## src/hw/rtl/mpc_pkg.sv

```systemverilog
// shared types and constants of the merge path corank search
`default_nettype none

package mpc_pkg;

    localparam int LEN_W      = 11;
    localparam int IDX_W      = 10;
    localparam int KEY_W      = 64;
    localparam int POS_W      = 12;
    localparam int MAX_ROUNDS = 64;
    localparam int ROUND_W    = $clog2(MAX_ROUNDS);

    localparam logic [1:0] ACT_WR_A  = 2'd0;
    localparam logic [1:0] ACT_WR_B  = 2'd1;
    localparam logic [1:0] ACT_QUERY = 2'd2;

    localparam logic CFG_LEN_A = 1'b0;
    localparam logic CFG_LEN_B = 1'b1;

    typedef struct packed {
        logic [1:0]              action;
        logic [IDX_W-1:0]        entry_index;
        logic signed [KEY_W-1:0] key_value;
        logic [POS_W-1:0]        query_position;
    } t_in_word;

    typedef struct packed {
        logic [LEN_W-1:0] a_count;
        logic [LEN_W-1:0] b_count;
    } t_out_word;

    // key positions that one bisection round looks at
    typedef struct packed {
        logic [LEN_W-1:0] a_prev;
        logic [LEN_W-1:0] a_cur;
        logic [LEN_W-1:0] b_prev;
        logic [LEN_W-1:0] b_cur;
    } t_rd_addr;

    typedef struct packed {
        logic signed [KEY_W-1:0] a_prev;
        logic signed [KEY_W-1:0] a_cur;
        logic signed [KEY_W-1:0] b_prev;
        logic signed [KEY_W-1:0] b_cur;
    } t_rd_keys;

endpackage

`default_nettype wire

```

## src/hw/rtl/mpc_search.sv

```systemverilog
// bisection sequencer for the corank pair, with the result register
`default_nettype none

module mpc_search import mpc_pkg::*; (
    input  wire logic             i_clk,
    input  wire logic             i_rst_n,
    input  wire logic [LEN_W-1:0] i_la,
    input  wire logic [LEN_W-1:0] i_lb,
    input  wire logic             i_in_valid,
    output logic                  o_in_ready,
    input  wire t_in_word         i_in_word,
    output logic                  o_out_valid,
    input  wire logic             i_out_ready,
    output t_out_word             o_out_word,
    output t_rd_addr              o_rd_addr,
    input  wire t_rd_keys         i_rd_keys
);

    localparam logic [1:0] ST_IDLE = 2'd0;
    localparam logic [1:0] ST_READ = 2'd1;
    localparam logic [1:0] ST_EVAL = 2'd2;
    localparam logic [1:0] ST_HOLD = 2'd3;

    logic [1:0]         r_state, n_state;
    logic [LEN_W-1:0]   r_j, n_j, r_k, n_k;
    logic [LEN_W-1:0]   r_j_low, n_j_low, r_k_low, n_k_low;
    logic [ROUND_W-1:0] r_round, n_round;
    logic               r_out_valid, n_out_valid;
    t_out_word          r_out_word, n_out_word;

    logic [POS_W-1:0] w_sum, w_pos;
    logic [LEN_W-1:0] w_j0, w_k0, w_j_low0;
    logic [POS_W-1:0] w_span_up, w_span_dn;
    logic [LEN_W-1:0] w_delta_up, w_delta_dn;
    logic             w_step_up, w_step_dn, w_out_free, w_start;

    assign o_in_ready = (r_state == ST_IDLE);
    assign w_start    = i_in_valid && o_in_ready && (i_in_word.action == ACT_QUERY);
    assign w_out_free = !r_out_valid || i_out_ready;

    // start point of the search, position clamped to the merged length
    assign w_sum    = {1'b0, i_la} + {1'b0, i_lb};
    assign w_pos    = (i_in_word.query_position > w_sum) ? w_sum : i_in_word.query_position;
    assign w_j0     = (w_pos < {1'b0, i_la}) ? w_pos[LEN_W-1:0] : i_la;
    assign w_k0     = LEN_W'(w_pos - {1'b0, w_j0});
    assign w_j_low0 = (w_pos > {1'b0, i_lb}) ? LEN_W'(w_pos - {1'b0, i_lb}) : '0;

    assign o_rd_addr.a_prev = r_j - LEN_W'(1);
    assign o_rd_addr.a_cur  = r_j;
    assign o_rd_addr.b_prev = r_k - LEN_W'(1);
    assign o_rd_addr.b_cur  = r_k;

    // A first on equal keys
    assign w_step_up = (r_j != '0) && (r_k < i_lb)
                       && ($signed(i_rd_keys.a_prev) > $signed(i_rd_keys.b_cur));
    assign w_step_dn = (r_k != '0) && (r_j < i_la)
                       && !($signed(i_rd_keys.a_cur) > $signed(i_rd_keys.b_prev));

    // ceiling halving of the remaining span
    assign w_span_up  = {1'b0, r_j} - {1'b0, r_j_low} + POS_W'(1);
    assign w_span_dn  = {1'b0, r_k} - {1'b0, r_k_low} + POS_W'(1);
    assign w_delta_up = w_span_up[LEN_W:1];
    assign w_delta_dn = w_span_dn[LEN_W:1];

    always_comb begin
        n_state     = r_state;
        n_j         = r_j;
        n_k         = r_k;
        n_j_low     = r_j_low;
        n_k_low     = r_k_low;
        n_round     = r_round;
        n_out_valid = r_out_valid && !i_out_ready;
        n_out_word  = r_out_word;
        case (r_state)
            ST_IDLE: begin
                if (w_start) begin
                    n_j     = w_j0;
                    n_k     = w_k0;
                    n_j_low = w_j_low0;
                    n_k_low = w_k0;
                    n_round = '0;
                    n_state = ST_READ;
                end
            end
            ST_READ: begin
                n_state = ST_EVAL;
            end
            ST_EVAL: begin
                if (w_step_up) begin
                    n_k_low = r_k;
                    n_j     = r_j - w_delta_up;
                    n_k     = r_k + w_delta_up;
                end else if (w_step_dn) begin
                    n_j_low = r_j;
                    n_j     = r_j + w_delta_dn;
                    n_k     = r_k - w_delta_dn;
                end
                if ((w_step_up || w_step_dn) && (r_round != ROUND_W'(MAX_ROUNDS - 1))) begin
                    n_round = r_round + ROUND_W'(1);
                    n_state = ST_READ;
                end else if (w_out_free) begin
                    n_out_valid        = 1'b1;
                    n_out_word.a_count = n_j;
                    n_out_word.b_count = n_k;
                    n_state            = ST_IDLE;
                end else begin
                    n_state = ST_HOLD;
                end
            end
            ST_HOLD: begin
                if (w_out_free) begin
                    n_out_valid        = 1'b1;
                    n_out_word.a_count = r_j;
                    n_out_word.b_count = r_k;
                    n_state            = ST_IDLE;
                end
            end
            default: begin
                n_state = ST_IDLE;
            end
        endcase
    end

    always_ff @(posedge i_clk) begin
        if (!i_rst_n) begin
            r_state     <= ST_IDLE;
            r_out_valid <= 1'b0;
        end else begin
            r_state     <= n_state;
            r_out_valid <= n_out_valid;
        end
    end

    always_ff @(posedge i_clk) begin
        r_j        <= n_j;
        r_k        <= n_k;
        r_j_low    <= n_j_low;
        r_k_low    <= n_k_low;
        r_round    <= n_round;
        r_out_word <= n_out_word;
    end

    assign o_out_valid = r_out_valid;
    assign o_out_word  = r_out_word;

endmodule

`default_nettype wire

```

## config.mk

```make
export PLATFORM = sky130hd
export DESIGN_NAME = mpc_search
export DESIGN_NICKNAME = d
export VERILOG_FILES = /design/src/hw/rtl/mpc_pkg.sv /design/src/hw/rtl/mpc_search.sv
export SDC_FILE = /design/constraint.sdc
export NUM_CORES = 1
export LEC_CHECK = 0
export ABC_CLOCK_PERIOD_IN_PS = 8000
export BUFFER_PORTS_ARGS = -buffer_cell sky130_fd_sc_hd__buf_2
export CORE_ASPECT_RATIO = 0.5
export CORE_MARGIN = 2
export CORE_UTILIZATION = 45
export CTS_CLUSTER_SIZE = 16
export DETAILED_ROUTE_END_ITERATION = 12
export PLACE_DENSITY = 0.78
export RECOVER_POWER = 25
export SLEW_MARGIN = 20
export SYNTH_ARGS = -nofsm -noshare
export SYNTH_HDL_FRONTEND = slang
export SYNTH_SLANG_ARGS = --single-unit
export TNS_END_PERCENT = 30
```

## constraint.sdc

```tcl
create_clock -name i_clk -period 8 [get_ports i_clk]
set_clock_uncertainty 0.1 [all_clocks]
set_input_delay 0.4 -clock i_clk [delete_from_list [all_inputs] [get_ports i_clk]]
set_output_delay 0.4 -clock i_clk [all_outputs]
set_load 0.01 [all_outputs]
```

## After elaboration in Yosys (flattened, before gate mapping)

Index checks and enable logic that the tools add are counted.

- Memory bits (read-only): 0
- Input bits: 370
- Memories: 0
- Latch bits: 0
- Bits in registers: 75
- RAM bits: 0
- Word-level logic and storage cells: 99
- Output and inout bits: 68

- Shift operators: 0
- Add/subtract/negate cells: 14
- Magnitude comparators: 7
- Multipliers: 0
- Equality and inequality tests: 13
- Mux-type cells: 32
- Bitwise gates (word level): 0
- Reductions and logical operators: 24
- Divide/modulo/power cells: 0

Operators by type and width:

| kind | count |
|---|---|
| 11-bit 2-to-1 mux | 12 |
| 64-bit greater-than comparator | 2 |
| 11-bit case mux with 2 select lines | 4 |
| 22-bit 2-to-1 mux | 3 |
| 22-bit case mux with 2 select lines | 1 |
| 11-bit subtractor | 4 |
| 12-bit by 1-bit adder with 12-bit output (second input constant) | 2 |
| 11-bit by 11-bit subtractor with 12-bit output | 2 |
| 11-bit adder | 2 |
| 11-bit less-than comparator | 2 |
| 11-bit nonzero test | 2 |
| 11-bit by 1-bit subtractor with 11-bit output (second input constant) | 2 |
| 2-bit inequality test (second input constant) | 7 |
| 11-bit by 11-bit adder with 12-bit output | 1 |
| 12-bit by 11-bit greater-than comparator with 1-bit output | 1 |
| 12-bit greater-than comparator | 1 |
| 12-bit by 11-bit less-than comparator with 1-bit output | 1 |
| 12-bit 2-to-1 mux | 1 |
| 6-bit 2-to-1 mux | 2 |
| 6-bit case mux with 2 select lines | 1 |
| 1-bit logical AND | 8 |
| 2-bit 2-to-1 mux | 4 |
| 2-bit case mux with 4 select lines | 1 |
| 4-bit AND reduction | 2 |
| other kinds (13) | 22 |

## Longest topological paths before layout

- Depth after elaboration: 8
- Depth in mapped cells: 38
- Depth with buffers taken out: 36

## Least setup slack after synthesis

Ideal clock, no wire load.

- Path type: in2reg
- Start point: input i_la[0]
- End point: register r_k[10], data pin
- Data required time: 7.641 ns
- Stages: 36
- Buffers on the path: 2
- Setup slack: 0.600 ns
- Setup time: 0.259 ns
- Arrival: 7.041 ns
- Path through: ha_1 > inv_1 > fa_1 > nand2b_1 > a211oi_1 > o21ai_0 > a21o_1 > a211oi_1 > ha_1 > a21oi_1 > a21boi_1 > or2_1 > o31ai_4 > buf_2 > nand2_1 > o21ai_0 > ha_1 > a21o_1 > a21oi_1 > o21ai_0 > a21o_1 > a21oi_1 > o21ai_1 > nor2_2 > clkbuf_1 > a21oi_1 > ha_1 > fa_1 > inv_1 > o2111ai_1 > o211a_1 > o31a_1 > o22ai_2 > a221o_2 > mux2i_1 > a211o_1

- Longest elaborated chain between the ends: 8
- Elaborated cells on any way between the ends: 13
- Those cells by class: 2 x add/sub; 3 x order compare; 6 x mux; 2 x reduce/logical

Ends and longest elaborated chain:

| element | RTL line | text |
|---|---|---|
| from (decl) | mpc_search.sv:7 | `input wire logic [LEN_W-1:0] i_la,` |
| 11-bit by 11-bit adder with 12-bit output | mpc_search.sv:42 | `assign w_sum = {1'b0, i_la} + {1'b0, i_lb};` |
| 12-bit greater-than comparator | mpc_search.sv:43 | `assign w_pos = (i_in_word.query_position > w_sum) ? w_sum : i_in_word.query_position;` |
| 12-bit 2-to-1 mux | mpc_search.sv:43 |  |
| 12-bit by 11-bit less-than comparator with 1-bit output | mpc_search.sv:44 | `assign w_j0 = (w_pos < {1'b0, i_la}) ? w_pos[LEN_W-1:0] : i_la;` |
| 11-bit 2-to-1 mux | mpc_search.sv:44 |  |
| 11-bit subtractor | mpc_search.sv:45 | `assign w_k0 = LEN_W'(w_pos - {1'b0, w_j0});` |
| 11-bit 2-to-1 mux | mpc_search.sv:76 | `if (w_start) begin` |
| 11-bit case mux with 2 select lines * | mpc_search.sv:74 | `case (r_state)` |
| net n_k[10] | mpc_search.sv:25 | `logic [LEN_W-1:0] r_j, n_j, r_k, n_k;` |
| to (signal assigned) | mpc_search.sv:136 | `r_k <= n_k;` |
| to (decl) | mpc_search.sv:25 |  |

The timed path passes the listed nets; every way through them passes the cells marked *. The select of a mux whose other input is x is not followed.
A chain may end at the register's enable or synchronous reset.

## Worst setup path in the final report

- Start point: input i_la[0]
- End point: register r_k[6], data pin

The elaborated chain is that of the path after synthesis.

==> summary.md <==
| Metric | Value |
|---|---|
| Tightest Hold Check Type | in2reg |
| Overflow left after global routing | 0 |
| GRT Overall Usage | between 20% and 30% |
| Dpl ws | between 0.08 and 0.09 ns |
| TritonRoute pass-1 iters | 5 |
| Initial antenna violation count | 2 |
| Synth cell types | between 70 and 80 |
| Post-Synth Adder-Cell Area | a little under 30% |
| FFs w/ async S/R, synth | 0% |
| Crit-path max FO | 12 |
| Outcome | finished, final reports clean |
| FF-to-FF path depth | 19 |
| R2R Path Start | r_j[1]$_DFFE_PP_ |
| Post-CTS Resized | 0 |
| Unrepaired setup endpoints after global routing | no |
| Pwr dens | roughly 250 mW/mm2 |
| Port bufs | 363 |
| Yosys reg bits | 75 |
| Number of global-route vias before repair | ~12000 |
| Area delta synth->final | 20.7% |
| Clock Path Buffers | 2 |
| Clock Pin Slew Worst Setup and Hold Paths | around 0.06 ns |
| Htree depth | 3 |
| Final std cells w/o fill | about 2300 |
| Via count | around 13000 |
| Crit path to | r_k[6]$_DFFE_PP_ |
| Commonest cells after routing, fill and taps aside | 320 x buf_2, 280 x ha_1, 250 x inv_1 |
| Final instance area | 0.0153 mm2 |
| Largest net degree at the start of global routing | 49 |
| Clk root buf | clkbuf_16 |
| Slew Limit Fails | 0 |
| Antenna Violating Nets Remaining | 0 |
| XOR/XNOR share of the synthesized area | 6.42% |
| Num CTS Buffers | 9 |
| Die area | ~0.030 mm2 |
| EDFF count, synth | 72 |
| Worst path required time | roughly 8 ns |
| CP arrival | between 7 and 8 ns |
| # clock sinks | between 70 and 80 |
| Hold_ws | between 0.2 and 0.25 ns |
| Sequential share of the synthesized area | ~18% |
| Worst Setup SP | i_la[0] |
| Cells after Synth | roughly 1600 |
| First-pass GRT wire length | 62200 um |
| Worst R2R End | r_k[10]$_DFFE_PP_ |
| Cells after DPL | 2305 |
| Max frequency | ~0.13 GHz |
| Hold Vio Cnt, Final | 0 |
| Most common cell after layout, fill and taps aside | buf_2 |
| Post-Synth Simple-Gate Area | between 10% and 20% |
| I/O Pins | ~440 |
| Post-Syn Nets | between 2000 and 2500 |
| DR WL/cell | between 15 and 20 um |
| Vias per cell | between 5 and 6 |
| Compound-Gate Fraction of Synth Area | 22.7% |
| Final GP Congestion | about 1 |
| Least-Margin Pin Slew | roughly 1.1 ns |
| Aggregate routed wire length | around 40000 um |
| DP Area | about 0.015 mm2 |
| Worst reg-to-reg setup slack | 2.20 ns |
| DRC errors left | 0 |
| Setup Total Neg Slack | 0 ns |
| Layout cells sized above 1 | 19.4% |
| Endpoints failing setup | 0 |
| Post-route setup slack | 0.532 ns |
| Skew-Pair Late Insertion Delay | approximately 0.34 ns |
| Maximum vdd drop | between 0.15 and 0.2 mV |
| Detailed Place HPWL | roughly 33000 um |
| Max Cap Viol | 0 |
| Synth Warn # | 0 |
| Lkg Pwr | 8.01 nW |
| Starting density of the core | 45.8% |
| Mux cell area share after synthesis | ~2% |
| DRC marker count from the first detailed-route iteration | about 900 |
| Area of the mapped netlist | 0.0127 mm2 |
| WS Path Type | in2reg |
| Final worst-path cycle share | between 90% and 100% |
| CTS tree | built |
| Crit-path max cell delay | 0.41 ns |
| Critical path endpoint category | flop |
| DIE WIDTH | 241 um |
| Critical Path Slowest Stage Cell | fa_1 |
| Nets | about 2600 |
| # rows | 43 |
| Top_reg_cell synth | edfxtp_1 |
| Final min period | about 7.5 ns |
| Main combinational cell family by area after synthesis | adder cells |
| Avg Inst Size Synth | about 8 um2 |
| Chip Height | between 100 and 150 um |
| Core Area | ~0.028 mm2 |
| Setup crit start kind | input pin |
| Slew margin rel. | between 20% and 30% |
-- how the worst min path moves through the flow --
stage	startpoint	to	slack (ns)	cells past startpoint
5_1_grt	i_rst_n	r_state[0]$_SDFFE_PN0P_	0.22	3
6_report	i_rst_n	r_state[0]$_SDFFE_PN0P_	0.21	3
2_1_floorplan	i_rst_n	r_state[0]$_SDFFE_PN0P_	0.41	2
4_1_cts	i_rst_n	r_state[0]$_SDFFE_PN0P_	0.20	3
3_3_place_gp	r_round[0]$_SDFFCE_PN0P_	r_round[0]$_SDFFCE_PN0P_	0.47	1
3_5_place_dp	r_round[0]$_SDFFCE_PN0P_	r_round[0]$_SDFFCE_PN0P_	0.48	1
-- stage by stage --
stage / util (%) / power, W
2_1_floorplan: - / 0.00258
3_3_place_gp: 54.2 / 0.00325
3_5_place_dp: 54.2 / 0.00332
4_1_cts: 55.3 / 0.00376
5_1_grt: 55.2 / 0.00413
6_report: 55.2 / 0.00382
-- Yosys cell counts (5+ instances only) --
cell       instances  area (um2)
nand2_1          112         420
edfxtp_1          72        2160
o21ai_1            5        25.0
o41ai_1            7        61.3
or3_1             10        62.6
nand3_1           24         120
nor2_1            92         345
nor3_1            21         105
clkbuf_1          21        78.8
and2_1             8        50.1
nor2b_1           14        87.6
fa_1               9         180
buf_2              5        25.0
o31ai_1           10        75.1
xnor2_1           56         490
ha_1             280        3500
a21o_1            65         488
mux2i_1           23         230
and3_1             8        50.1
inv_1            250         938
nor4_1            11        68.8
o21a_1            12        90.1
a21oi_1          120         601
o211ai_1          16         120
a311oi_1           6        52.6
a211oi_1          15         113
a21boi_0           9        67.6
nand2b_1          17         106
o21ai_0           96         480
a31oi_1            5        31.3
xor2_1            37         324
o21bai_1          20         150
a2111oi_0          5        43.8
nand4_1           30         188
-- critical path: cells and delay by family --
| family | cells | cell delay [ns] |
|---|---|---|
| XOR/XNOR | 1 | 0.09 |
| adder cells (fa/ha/maj) | 5 | 1.52 |
| multiplexers | 1 | 0.27 |
| buffers and inverters | 6 | 0.69 |
| AO/OA/AOI/OAI | 19 | 3.54 |
| AND/OR/NAND/NOR | 5 | 0.91 |
-- cells by family after synthesis --
family | Yosys count
AO/OA/AOI/OAI | 440
AND/OR/NAND/NOR | 364
adder cells (fa/ha/maj) | 291
buffers and inverters | 282
XOR/XNOR | 93
flip-flops | 75
multiplexers | 25
-- metal layers --
layer / GRT usage, % / vias up / part of all wire (%)
met5: 0 / - / 0.037
met4: 12.8 / 2 / 4.2
met3: 4.50 / 113 / 8.4
met2: 46.6 / 576 / 46
met1: 32.6 / 5839 / 42
li1: - / 6348 / -
-- layout make-up --
cell class | instances | area, um2
Timing Repair Buffer | 389 | 1960
Sequential cell | 75 | 2220
Clock buffer | 11 | 243
Tap cell | 382 | 478
Multi-Input combinational cell | 1213 | 9400
Clock inverter | 5 | 62.6
Inverter | 250 | 938
Antenna cell | 1 | 2.50
Fill cell | 2553 | 12400
-- where the power goes --
group	switching [W]	internal, W
combinational	0.00159	0.00118
sequential	0.0000814	0.000555
clock	0.000168	0.000251
-- flip-flops by register name, summed over array words and instances, names as in the netlist --
register,cells
r_j_low,11
r_k_low,11
r_j,11
o_out_word,22
r_round,6
r_state,2
r_k,11
o_out_valid,1
-- what timing repair did --
action | CTS | global route
setup buffers | 0 | 4
setup endpoints to repair | 0 | 9
hold buffers | 0 | 0
Note: power is estimated with default switching activity, not from simulation.
